## src/rtl/epoch_seconds_to_calendar_assert.svh

```systemverilog
// assertion helpers shared by the calendar converter
`ifndef EPOCH_SECONDS_TO_CALENDAR_ASSERT_SVH
`define EPOCH_SECONDS_TO_CALENDAR_ASSERT_SVH

// same-cycle implication, checked on the rising clock edge outside reset
`define ESC_ASSERT_NOW(label, ante, cons, msg) \
   label: assert property (@(posedge clock) disable iff (reset) (ante) |-> (cons)) \
      else $error(msg);

// next-cycle implication, checked on the rising clock edge outside reset
`define ESC_ASSERT_NEXT(label, ante, cons, msg) \
   label: assert property (@(posedge clock) disable iff (reset) (ante) |=> (cons)) \
      else $error(msg);

`endif

```

## src/rtl/esc_pkg.sv

```systemverilog
package esc_pkg;

   // calendar constants
   localparam int EPOCH_YEAR      = 1970;
   localparam int SECS_PER_MIN    = 60;
   localparam int SECS_PER_HOUR   = 3600;
   localparam int SECS_PER_DAY    = 86400;
   localparam int MAX_START_HOUR  = 23;
   localparam int START_HOUR_RST  = 8;
   localparam int LAST_MONTH      = 11;

   // field widths
   localparam int SECS_W  = 31;
   localparam int TOTAL_W = 32;
   localparam int DAYS_W  = 15;
   localparam int YEAR_W  = 12;
   localparam int PC_W    = 3;
   localparam int CNT_W   = 4;

   // reciprocal multiplier widths
   localparam int QX_W    = 25;
   localparam int RECIP_W = 26;
   localparam int QPROD_W = QX_W + RECIP_W;

   // year residues at the epoch, worked out at elaboration
   localparam logic [YEAR_W-1:0] EPOCH_YEAR_V = YEAR_W'(EPOCH_YEAR);
   localparam logic [6:0]        EPOCH_MOD100 = 7'(EPOCH_YEAR % 100);
   localparam logic [8:0]        EPOCH_MOD400 = 9'(EPOCH_YEAR % 400);

   // microcode step addresses
   localparam logic [PC_W-1:0] PC_WAIT   = 3'd0;
   localparam logic [PC_W-1:0] PC_DAYS   = 3'd1;
   localparam logic [PC_W-1:0] PC_HOURS  = 3'd2;
   localparam logic [PC_W-1:0] PC_MINS   = 3'd3;
   localparam logic [PC_W-1:0] PC_YEARS  = 3'd4;
   localparam logic [PC_W-1:0] PC_MONTHS = 3'd5;
   localparam logic [PC_W-1:0] PC_SEND   = 3'd6;

   typedef enum logic [2:0] {
      OP_WAIT,
      OP_DIV,
      OP_YEAR,
      OP_MONTH,
      OP_SEND
   } op_type;

   typedef enum logic [1:0] {
      DSEL_DAY,
      DSEL_HOUR,
      DSEL_MIN
   } dsel_type;

   typedef struct packed {
      op_type            op;
      dsel_type          dsel;
      logic [CNT_W-1:0]  iters;
      logic [PC_W-1:0]   next_pc;
   } ucode_type;

   typedef struct packed {
      logic [2:0]          pre;
      logic [RECIP_W-1:0]  mul;
      logic [5:0]          post;
   } recip_type;

   // control store: one word per step, a step repeats until its exit condition holds
   function automatic ucode_type ucode_rom(input logic [PC_W-1:0] pc);
      ucode_type w;
      case (pc)
         PC_WAIT:   w = '{op: OP_WAIT,  dsel: DSEL_DAY,  iters: 4'd0,  next_pc: PC_DAYS};
         PC_DAYS:   w = '{op: OP_DIV,   dsel: DSEL_DAY,  iters: 4'd1,  next_pc: PC_HOURS};
         PC_HOURS:  w = '{op: OP_DIV,   dsel: DSEL_HOUR, iters: 4'd1,  next_pc: PC_MINS};
         PC_MINS:   w = '{op: OP_DIV,   dsel: DSEL_MIN,  iters: 4'd1,  next_pc: PC_YEARS};
         PC_YEARS:  w = '{op: OP_YEAR,  dsel: DSEL_DAY,  iters: 4'd0,  next_pc: PC_MONTHS};
         PC_MONTHS: w = '{op: OP_MONTH, dsel: DSEL_DAY,  iters: 4'd0,  next_pc: PC_SEND};
         PC_SEND:   w = '{op: OP_SEND,  dsel: DSEL_DAY,  iters: 4'd0,  next_pc: PC_WAIT};
         default:   w = '{op: OP_WAIT,  dsel: DSEL_DAY,  iters: 4'd0,  next_pc: PC_WAIT};
      endcase
      return w;
   endfunction

   // divisor constant of each division step
   function automatic logic [TOTAL_W-1:0] divisor_of(input dsel_type dsel);
      logic [TOTAL_W-1:0] d;
      case (dsel)
         DSEL_DAY:  d = TOTAL_W'(SECS_PER_DAY);
         DSEL_HOUR: d = TOTAL_W'(SECS_PER_HOUR);
         DSEL_MIN:  d = TOTAL_W'(SECS_PER_MIN);
         default:   d = TOTAL_W'(SECS_PER_DAY);
      endcase
      return d;
   endfunction

   // reciprocal of each divisor: shift out its power of two, then multiply and shift,
   // exact over the dividends each step can see
   function automatic recip_type recip_of(input dsel_type dsel);
      recip_type r;
      case (dsel)
         DSEL_DAY:  r = '{pre: 3'd7, mul: RECIP_W'(50903317), post: 6'd35};
         DSEL_HOUR: r = '{pre: 3'd4, mul: RECIP_W'(9321),     post: 6'd21};
         DSEL_MIN:  r = '{pre: 3'd2, mul: RECIP_W'(1093),     post: 6'd14};
         default:   r = '{pre: 3'd7, mul: RECIP_W'(50903317), post: 6'd35};
      endcase
      return r;
   endfunction

   // month length, month counted from 0
   function automatic logic [4:0] month_len(input logic [3:0] month, input logic leap);
      logic [4:0] n;
      case (month)
         4'd0, 4'd2, 4'd4, 4'd6, 4'd7, 4'd9, 4'd11: n = 5'd31;
         4'd3, 4'd5, 4'd8, 4'd10:                   n = 5'd30;
         4'd1:                                      n = leap ? 5'd29 : 5'd28;
         default:                                   n = 5'd31;
      endcase
      return n;
   endfunction

endpackage

```

## src/rtl/epoch_seconds_to_calendar.sv

```systemverilog
// Epoch seconds to calendar date and time.
// Input channel req_: one transaction carries req_epoch_seconds (31 bits, seconds
// since 1970-01-01 00:00:00). Result channel rsp_: one transaction per input
// carrying year, month, day, hour, minute and second. Both use valid/ready.
// csr_wr_en/csr_wr_data write the start hour (time zone offset, 0..23, larger
// values act as 23); write it only while the block is idle.
// Control is a small microprogram: a step counter walks a constant control store.
// Steps in order: the wait step takes a transaction and loads the seconds plus the
// start hour; divisions by 86400, 3600 and 60 follow (reciprocal multiply for the
// quotient, multiply back and subtract for the remainder); a year loop subtracts
// one year per pass and a month loop one month per pass, each with an exit pass;
// a send step then loads the result. The step counter goes back to the wait step,
// so the next transaction can be taken in the cycle after the result is loaded.
// The result sits in an output register: a stalled receiver does not stop the
// next transaction from being accepted and converted; only loading a new result
// waits for the old one to be taken.
// Reset (synchronous, active high) drops any transaction in flight, clears
// rsp_valid and sets the start hour back to 8.
`include "epoch_seconds_to_calendar_assert.svh"

module epoch_seconds_to_calendar (
   input  logic                          clock,
   input  logic                          reset,
   input  logic                          req_valid,
   output logic                          req_ready,
   input  logic [esc_pkg::SECS_W-1:0]    req_epoch_seconds,
   output logic                          rsp_valid,
   input  logic                          rsp_ready,
   output logic [10:0]                   rsp_year_out,
   output logic [3:0]                    rsp_month_out,
   output logic [4:0]                    rsp_day_out,
   output logic [4:0]                    rsp_hour_out,
   output logic [5:0]                    rsp_minute_out,
   output logic [5:0]                    rsp_second_out,
   input  logic                          csr_wr_en,
   input  logic [4:0]                    csr_wr_data
);

   // sequencer and datapath registers
   logic [esc_pkg::PC_W-1:0]    pc_ff, pc_in;
   logic [esc_pkg::CNT_W-1:0]   cnt_ff, cnt_in;
   logic [esc_pkg::TOTAL_W-1:0] rem_ff, rem_in;
   logic [esc_pkg::DAYS_W-1:0]  quo_ff, quo_in;
   logic [esc_pkg::DAYS_W-1:0]  days_ff, days_in;
   logic [esc_pkg::YEAR_W-1:0]  year_ff, year_in;
   logic [6:0]                  ymod100_ff, ymod100_in;
   logic [8:0]                  ymod400_ff, ymod400_in;
   logic [3:0]                  month_ff, month_in;
   logic [4:0]                  hour_ff, hour_in;
   logic [5:0]                  minute_ff, minute_in;
   logic [5:0]                  second_ff, second_in;
   logic [4:0]                  start_hour_ff, start_hour_in;

   // output registers
   logic        rsp_valid_ff, rsp_valid_in;
   logic [10:0] rsp_year_ff, rsp_year_in;
   logic [3:0]  rsp_month_ff, rsp_month_in;
   logic [4:0]  rsp_day_ff, rsp_day_in;
   logic [4:0]  rsp_hour_ff, rsp_hour_in;
   logic [5:0]  rsp_minute_ff, rsp_minute_in;
   logic [5:0]  rsp_second_ff, rsp_second_in;

   // combinational datapath
   esc_pkg::ucode_type          word;
   esc_pkg::ucode_type          next_word;
   esc_pkg::recip_type          recip;
   logic                        done;
   logic [4:0]                  hr0;
   logic [16:0]                 hr_secs;
   logic [esc_pkg::TOTAL_W-1:0] total;
   logic [esc_pkg::TOTAL_W-1:0] divisor;
   logic [esc_pkg::QX_W-1:0]    qx;
   logic [esc_pkg::QPROD_W-1:0] qprod;
   logic [esc_pkg::DAYS_W-1:0]  q_est;
   logic [esc_pkg::TOTAL_W-1:0] rem_back;
   logic                        leap;
   logic [8:0]                  ylen;
   logic [4:0]                  mlen;

   assign word      = esc_pkg::ucode_rom(pc_ff);
   assign next_word = esc_pkg::ucode_rom(word.next_pc);

   // start hour saturated at 23, turned into seconds
   assign hr0     = (start_hour_ff > 5'(esc_pkg::MAX_START_HOUR)) ?
                    5'(esc_pkg::MAX_START_HOUR) : start_hour_ff;
   assign hr_secs = 17'(hr0 * esc_pkg::SECS_PER_HOUR);
   assign total   = {1'b0, req_epoch_seconds} + esc_pkg::TOTAL_W'(hr_secs);

   // quotient by reciprocal multiplication, remainder by multiplying back
   assign divisor  = esc_pkg::divisor_of(word.dsel);
   assign recip    = esc_pkg::recip_of(word.dsel);
   assign qx       = esc_pkg::QX_W'(rem_ff >> recip.pre);
   assign qprod    = esc_pkg::QPROD_W'(qx) * esc_pkg::QPROD_W'(recip.mul);
   assign q_est    = esc_pkg::DAYS_W'(qprod >> recip.post);
   assign rem_back = rem_ff - (esc_pkg::TOTAL_W'(quo_ff) * divisor);

   // gregorian leap rule from the tracked residues
   assign leap = ((year_ff[1:0] == 2'd0) && (ymod100_ff != 7'd0)) || (ymod400_ff == 9'd0);
   assign ylen = leap ? 9'd366 : 9'd365;
   assign mlen = esc_pkg::month_len(month_ff, leap);

   // microcode execution
   always_comb begin
      pc_in         = pc_ff;
      cnt_in        = cnt_ff;
      rem_in        = rem_ff;
      quo_in        = quo_ff;
      days_in       = days_ff;
      year_in       = year_ff;
      ymod100_in    = ymod100_ff;
      ymod400_in    = ymod400_ff;
      month_in      = month_ff;
      hour_in       = hour_ff;
      minute_in     = minute_ff;
      second_in     = second_ff;
      start_hour_in = csr_wr_en ? csr_wr_data : start_hour_ff;
      rsp_valid_in  = rsp_valid_ff && !rsp_ready;
      rsp_year_in   = rsp_year_ff;
      rsp_month_in  = rsp_month_ff;
      rsp_day_in    = rsp_day_ff;
      rsp_hour_in   = rsp_hour_ff;
      rsp_minute_in = rsp_minute_ff;
      rsp_second_in = rsp_second_ff;
      req_ready     = 1'b0;
      done          = 1'b0;

      case (word.op)
         esc_pkg::OP_WAIT: begin
            req_ready = 1'b1;
            if (req_valid) begin
               rem_in     = total;
               quo_in     = '0;
               year_in    = esc_pkg::EPOCH_YEAR_V;
               ymod100_in = esc_pkg::EPOCH_MOD100;
               ymod400_in = esc_pkg::EPOCH_MOD400;
               month_in   = 4'd0;
               done       = 1'b1;
            end
         end
         esc_pkg::OP_DIV: begin
            if (cnt_ff != '0) begin
               quo_in = q_est;
               cnt_in = cnt_ff - 1'b1;
            end else begin
               rem_in = rem_back;
               done   = 1'b1;
               case (word.dsel)
                  esc_pkg::DSEL_DAY:  days_in   = quo_ff;
                  esc_pkg::DSEL_HOUR: hour_in   = quo_ff[4:0];
                  esc_pkg::DSEL_MIN: begin
                     minute_in = quo_ff[5:0];
                     second_in = rem_back[5:0];
                  end
                  default:            days_in   = quo_ff;
               endcase
            end
         end
         esc_pkg::OP_YEAR: begin
            if (days_ff < esc_pkg::DAYS_W'(ylen)) begin
               done = 1'b1;
            end else begin
               days_in    = days_ff - esc_pkg::DAYS_W'(ylen);
               year_in    = year_ff + 1'b1;
               ymod100_in = (ymod100_ff == 7'd99)  ? 7'd0 : ymod100_ff + 1'b1;
               ymod400_in = (ymod400_ff == 9'd399) ? 9'd0 : ymod400_ff + 1'b1;
            end
         end
         esc_pkg::OP_MONTH: begin
            if ((month_ff == 4'(esc_pkg::LAST_MONTH)) ||
                (days_ff < esc_pkg::DAYS_W'(mlen))) begin
               done = 1'b1;
            end else begin
               days_in  = days_ff - esc_pkg::DAYS_W'(mlen);
               month_in = month_ff + 1'b1;
            end
         end
         esc_pkg::OP_SEND: begin
            if (!rsp_valid_ff || rsp_ready) begin
               rsp_valid_in  = 1'b1;
               rsp_year_in   = year_ff[10:0];
               rsp_month_in  = month_ff + 1'b1;
               rsp_day_in    = 5'(days_ff + 1'b1);
               rsp_hour_in   = hour_ff;
               rsp_minute_in = minute_ff;
               rsp_second_in = second_ff;
               done          = 1'b1;
            end
         end
         default: begin
            done = 1'b1;
         end
      endcase

      // jump on exit, preloading the iteration count of the target step
      if (done) begin
         pc_in  = word.next_pc;
         cnt_in = next_word.iters;
      end
   end

   // registers
   always_ff @(posedge clock) begin
      if (reset) begin
         pc_ff         <= esc_pkg::PC_WAIT;
         cnt_ff        <= '0;
         rsp_valid_ff  <= 1'b0;
         start_hour_ff <= 5'(esc_pkg::START_HOUR_RST);
      end else begin
         pc_ff         <= pc_in;
         cnt_ff        <= cnt_in;
         rsp_valid_ff  <= rsp_valid_in;
         start_hour_ff <= start_hour_in;
      end
      rem_ff        <= rem_in;
      quo_ff        <= quo_in;
      days_ff       <= days_in;
      year_ff       <= year_in;
      ymod100_ff    <= ymod100_in;
      ymod400_ff    <= ymod400_in;
      month_ff      <= month_in;
      hour_ff       <= hour_in;
      minute_ff     <= minute_in;
      second_ff     <= second_in;
      rsp_year_ff   <= rsp_year_in;
      rsp_month_ff  <= rsp_month_in;
      rsp_day_ff    <= rsp_day_in;
      rsp_hour_ff   <= rsp_hour_in;
      rsp_minute_ff <= rsp_minute_in;
      rsp_second_ff <= rsp_second_in;
   end

   // result ports
   assign rsp_valid      = rsp_valid_ff;
   assign rsp_year_out   = rsp_year_ff;
   assign rsp_month_out  = rsp_month_ff;
   assign rsp_day_out    = rsp_day_ff;
   assign rsp_hour_out   = rsp_hour_ff;
   assign rsp_minute_out = rsp_minute_ff;
   assign rsp_second_out = rsp_second_ff;

   // checks
   `ESC_ASSERT_NEXT(a_accept_starts_days, (req_valid && req_ready),
      (pc_ff == esc_pkg::PC_DAYS), "accepted transaction did not start day division")
   `ESC_ASSERT_NOW(a_div_rem_bound, (word.op == esc_pkg::OP_DIV && cnt_ff == '0),
      (rem_back < divisor), "division remainder out of range")
   `ESC_ASSERT_NEXT(a_year_step, (word.op == esc_pkg::OP_YEAR && !done),
      (year_ff == $past(year_ff) + 1'b1), "year loop did not advance the year")
   `ESC_ASSERT_NEXT(a_result_sane, (word.op == esc_pkg::OP_SEND && done),
      (rsp_valid && rsp_month_out >= 4'd1 && rsp_month_out <= 4'd12 && rsp_day_out != 5'd0),
      "loaded result has a bad month or day")

endmodule

```

## config.mk

```make
export PLATFORM = sky130hd
export DESIGN_NAME = epoch_seconds_to_calendar
export DESIGN_NICKNAME = d
export VERILOG_FILES = /design/src/rtl/esc_pkg.sv /design/src/rtl/epoch_seconds_to_calendar.sv
export VERILOG_INCLUDE_DIRS = /design/src /design/src/rtl
export SDC_FILE = /design/constraint.sdc
export NUM_CORES = 2
export LEC_CHECK = 0
export BUFFER_PORTS_ARGS = -buffer_cell sky130_fd_sc_hd__clkbuf_2
export CAP_MARGIN = 20
export CELL_PAD_IN_SITES_DETAIL_PLACEMENT = 1
export CELL_PAD_IN_SITES_GLOBAL_PLACEMENT = 1
export CORE_MARGIN = 2
export CORE_UTILIZATION = 45
export DETAILED_ROUTE_END_ITERATION = 12
export GPL_TIMING_DRIVEN = 0
export PLACE_DENSITY = 0.79
export SYNTH_ARGS = -nofsm -noshare
export SYNTH_HDL_FRONTEND = slang
export SYNTH_SLANG_ARGS = --single-unit
```

## constraint.sdc

```tcl
create_clock -name clock -period 17.2 [get_ports clock]
set_input_delay 1.72 -clock clock [delete_from_list [all_inputs] [get_ports clock]]
set_output_delay 1.72 -clock clock [all_outputs]
set_load 0.01 [all_outputs]
```

### After elaboration in Yosys (flattened, before gate mapping)

Cells that the tools add are included.

* bits in registers: 161
* input port bits: 41
* output and inout bits: 39
* logic and storage cells: 147

* $add $sub $neg: 10
* multiply operators: 3
* magnitude comparators: 3
* eq/ne operators: 32
* shifts and indexed selects: 2
* mux-type cells: 45
* bitwise logic cells: 1
* reductions and logical operators: 31

Operators with widths (number)
* two-way mux 15 bit: 6
* one-hot mux 12 bit (7 select lines): 1
* one-hot mux 35 bit (2 select lines): 1
* two-way mux 32 bit: 2
* one-hot mux 32 bit (2 select lines): 1
* multiplier 25 x 26 -> 51 bit: 1
* right shift 51 x 6 -> 15 bit: 1
* one-hot mux 15 bit (3 select lines): 1
* one-hot mux 17 bit (2 select lines): 1
* adder 31 x 17 -> 32 bit: 1
* multiplier 15 x 32 -> 32 bit: 1
* right shift 32 x 3 -> 25 bit: 1
* subtractor 32 bit: 1
* one-hot mux 15 bit (2 select lines): 1
* one-hot mux 4 bit (7 select lines): 1
* two-way mux 9 bit: 3
* two-way mux 12 bit: 2
* one-hot mux 12 bit (2 select lines): 1
* equality test 3 bit (second input constant): 7
* two-way mux 7 bit: 3
* two-way mux 4 bit: 5
* equality test 3 x 2 -> 1 bit (second input constant): 6
* one-hot mux 9 bit (2 select lines): 1
* AND reduction 3 bit: 6
* other kinds (44): 72

### Logic depth before layout (Yosys ltp)

* depth after elaboration: 11
* mapped depth: 43
* gate-level depth less buffers: 35

### Worst setup path before layout

OpenSTA, ideal clock, no wires.

* path kind: reg2reg
* start: reg pc_ff[1] (netlist bit)
* end: reg quo_ff[0] (netlist bit) (data pin)
* library setup time: 261 ps
* arrival: 10418 ps
* data required time: 16939 ps
* setup slack: 6521 ps
* cell stages (with the launch flop): 44
* buffers on the path: 8
* period minus slack after synthesis: 10679 ps
* cells stage by stage: dfxtp_1 -> inv_1 -> nor3_1 -> buf_1 -> inv_2 -> clkbuf_1 -> buf_1 -> clkbuf_1 -> buf_1 -> ha_1 -> clkbuf_1 -> inv_2 -> buf_1 -> mux2i_1 -> and2_1 -> a21oi_1 -> inv_1 -> nand2_1 -> [8 not listed] -> fa_1 -> inv_1 -> fa_1 -> inv_1 -> fa_1 -> inv_1 -> ha_1 -> buf_2 -> nand2_1 -> o21ai_0 -> a21o_1 -> or3_1 -> o21ai_1 -> o31ai_2 -> a31oi_1 -> mux2_2 -> o21a_1 -> o311a_1

* word-level cells in the longest chain between the ends: 9
* elaborated cells between the ends (all ways): 18
* those cells by class: mul: 1; eq/ne: 9; shift: 2; mux: 4; reduce/logical: 2

Ends and longest elaborated chain
* start: declaration: line epoch_seconds_to_calendar.sv:40 `logic [esc_pkg::PC_W-1:0] pc_ff, pc_in;`
* start signal: assignment: line epoch_seconds_to_calendar.sv:204 `pc_ff <= esc_pkg::PC_WAIT;`
* start signal: assignment: line epoch_seconds_to_calendar.sv:209 `pc_ff <= pc_in;`
* equality test 3 bit, or another cell as far along: line esc_pkg.sv:69 `case (pc)`
* one-hot mux 12 bit (7 select lines) (*): line esc_pkg.sv:69
* equality test 2 bit or equality test 2 x 1 -> 1 bit (tied branches): line esc_pkg.sv:98 `case (dsel)`
* one-hot mux 35 bit (2 select lines): line esc_pkg.sv:98
* right shift 32 x 3 -> 25 bit: line epoch_seconds_to_calendar.sv:92 `assign qx = esc_pkg::QX_W'(rem_ff >> recip.pre);`
* multiplier 25 x 26 -> 51 bit: line epoch_seconds_to_calendar.sv:93 `assign qprod = esc_pkg::QPROD_W'(qx) * esc_pkg::QPROD_W'(recip.mul);`
* right shift 51 x 6 -> 15 bit: line epoch_seconds_to_calendar.sv:94 `assign q_est = esc_pkg::DAYS_W'(qprod >> recip.post);`
* two-way mux 15 bit: line epoch_seconds_to_calendar.sv:141 `if (cnt_ff != '0) begin`
* one-hot mux 15 bit (2 select lines) (*): line epoch_seconds_to_calendar.sv:127 `case (word.op)`
* end signal: assignment: line epoch_seconds_to_calendar.sv:215 `quo_ff <= quo_in;`
* end: declaration: line epoch_seconds_to_calendar.sv:43 `logic [esc_pkg::DAYS_W-1:0] quo_ff, quo_in;`

Mark *: on every way between the ends. The rest lies on a longest branch, timed or not. The select of a mux whose other input is x is not followed.
A chain may end at the register's enable or synchronous reset.

### Worst setup path after layout

* start: reg pc_ff[1] (netlist bit)
* end: reg quo_ff[6] (netlist bit) (data pin)

Same word-level chain as after synthesis.

==> reports/qor.yml <==
rows: 97
finalNetCount: 4539
setup_tns_ns: 0
cts_tree: "done"
firstDrtPassIters: 5
synth_seq_area_share: 0.148
die_h_um: 269
synth_area_sq_um: 31500
finClkSkew_ns: 0.0227
dp_slack_ns: 1.99
area.growth.synth_to_final_pct: 7.47
worstReg2RegEnd: "quo_ff[6]$_SDFFCE_PN0P_"
core_area_sq_um: 69700
via_count: 25700
gp_congestion: 0.987
cts_made_buffers: 17
ys_seq_elements: 160
slew_viol_final: 0
cts.sinks: 160
hold_violations: 0
num_antenna_cells: 0
grt_pass1_vias: 27400
slowest_delay_ns: 0.88
maxSlewHeadroom: 0.202
r2r-start: "pc_ff[1]$_SDFFE_PP0N_"
startpoint_type: "register"
post_drt_wl_per_cell_um: 22.7
finalCriticalPeriod_ns: 15.84
layout_commonest_cell: "inv_1"
cap_violations: 0
synth-edff-count: 147
place_inst: 4515
netlist_instances: 3476
cts-root-buf: "clkbuf_16"
finalCritPeriodShare: 0.921
dp_hpwl_um: 88000
rsz0062_at_grt: "false"
final-setup-viol-count: 0
path_class: "reg -> reg"
ff2ff_path_depth: 40
fmax_mhz: 63.1
cts_buffer_depth: 2
arrival_ns: 16.02
grt.overflow.total: 0
required_ns: 17.38
drc: 0
drtIter0Drc: 1867
grt_start_max_net_pins: 28
yosysUniqueCellTypes: 89
final.setup.worst_slack_ns: 1.36
ys_warn_count: 0
layout_common_cells: "inv_1 (764), ha_1 (477), fa_1 (425), nand2_1 (245), nor2_1 (226)"
drtAntennaViolNets: 0
reg2reg_slack_ns: 1.36
grt_usage: 0.293
initial_core_util: 0.452
end_kind: "register"
worst-path-stages: 40
cp-endpoint: "quo_ff[6]$_SDFFCE_PN0P_"
hold_path_class: "reg -> reg"
die-area_sq_um: 72100
fin_util: 0.486
die_x_um: 269
clk_pin_slew_ns: 0.09
crit_path_frequent_cell: "inv_1"
path_delay_family: "buffers and inverters"
placement.io_buffers: 78
postCtsHoldBufs: 0
crit_path_max_fanout: 11
tightest_slew_ns: 1.20
async_flop_share: 0
slowest_stage: "buf_1"
wirelength_um: 103000
yosys_most_used_dff: "edfxtp_1"
status: "complete, no violations"
post_cts_buffers: 0
avgSynthCellArea_sq_um: 9.06
grt_antenna_before_repair: 0
ios: 80
ctsResizeCount: 0
grt_pass1_wl_um: 159000
stdcell_count: 4549
clk_latency_ns: 0.47
drive_gt1_frac: 0.0454
viasPerCell: 5.64
cp-startpoint: "pc_ff[1]$_SDFFE_PP0N_"
path_buf_inv: 19
htree_num_levels: 4
worst min-delay path by stage:
stage / start / to / slack (ns) / cells past startpoint
5_1_grt: minute_ff[0]$_DFFE_PP_ / rsp_minute_out[0]$_DFFE_PP_ / 0.42 / 0
6_report: minute_ff[0]$_DFFE_PP_ / rsp_minute_out[0]$_DFFE_PP_ / 0.42 / 0
3_5_place_dp: hour_ff[4]$_DFFE_PP_ / rsp_hour_out[4]$_DFFE_PP_ / 0.41 / 0
4_1_cts: minute_ff[0]$_DFFE_PP_ / rsp_minute_out[0]$_DFFE_PP_ / 0.42 / 0
2_1_floorplan: hour_ff[0]$_DFFE_PP_ / rsp_hour_out[0]$_DFFE_PP_ / 0.40 / 0
3_3_place_gp: second_ff[0]$_DFFE_PP_ / rsp_second_out[0]$_DFFE_PP_ / 0.40 / 0
flip-flops by register name, indices dropped and copies added (netlist names), 6 cells and up:
register,count
rem_ff,32
second_ff,6
days_ff,15
rsp_minute_out,6
ymod400_ff,9
year_ff,11
rsp_year_out,11
minute_ff,6
rsp_second_out,6
quo_ff,15
ymod100_ff,7
cells by family after synthesis:
family | Yosys count | synth area share
muxes | 67 | 0.0226
other | 2 | 0.000238
and+or+nand+nor | 769 | 0.112
AOI/OAI and AO/OA | 566 | 0.115
DFF | 160 | 0.148
adders and majority gates | 902 | 0.459
buffers and inverters | 874 | 0.104
xor gates and xnor gates | 136 | 0.0378
layer usage:
layer,part of all wire,track usage,vias up
met1,0.42,0.384,13100
met5,0,0,-
met4,0.039,0.102,0
met3,0.063,0.0424,205
li1,-,-,11500
met2,0.48,0.494,863
synth_stat cells, types with 8 or more instances:
cell type | count | share of area
fa_1 | 425 | 0.27
mux2i_1 | 56 | 0.018
o21ai_1 | 12 | 0.0019
a21o_1 | 45 | 0.011
o21a_1 | 13 | 0.0031
o221ai_1 | 9 | 0.0025
nand2_1 | 245 | 0.029
nor3_1 | 45 | 0.0071
and2_1 | 48 | 0.0095
ha_1 | 477 | 0.19
a21oi_1 | 172 | 0.027
a31oi_1 | 19 | 0.0038
o21ai_0 | 128 | 0.020
edfxtp_1 | 147 | 0.14
and3_1 | 28 | 0.0056
o31ai_1 | 9 | 0.0021
mux2_2 | 9 | 0.0032
dfxtp_1 | 13 | 0.0083
o21bai_1 | 22 | 0.0052
or2_2 | 11 | 0.0022
nand2b_1 | 17 | 0.0034
a211oi_1 | 21 | 0.0050
xor2_1 | 52 | 0.014
xnor2_1 | 84 | 0.023
inv_1 | 764 | 0.091
nor2b_1 | 29 | 0.0058
buf_1 | 21 | 0.0025
a311oi_1 | 8 | 0.0022
o211ai_1 | 20 | 0.0048
nand3_1 | 63 | 0.010
or3_1 | 13 | 0.0026
nor2_1 | 227 | 0.027
nand4_1 | 16 | 0.0032
a21boi_0 | 8 | 0.0019
clkbuf_1 | 82 | 0.0098
layout make-up:
class | instances | area [sq um]
sequential | 160 | 4670
clock buffer | 18 | 429
buffer | 108 | 412
fill | 8228 | 35800
timing repair buffer | 89 | 517
multi-input combinational | 2454 | 23600
tap | 940 | 1180
inverter | 766 | 2880
clock inverter | 14 | 146
metrics by stage:
step | hold slack [ns] | cell area, sq um
after CTS | 0.416 | 33800
final | 0.416 | 33900
after floorplan | 0.400 | 31600
after detailed placement | 0.406 | 33300
after global routing | 0.419 | 33900
after global placement | 0.404 | 33100
Power is left out: the tool's default activity adds up to more than one toggle a clock period on the data nets, which glitch-free logic cannot reach.
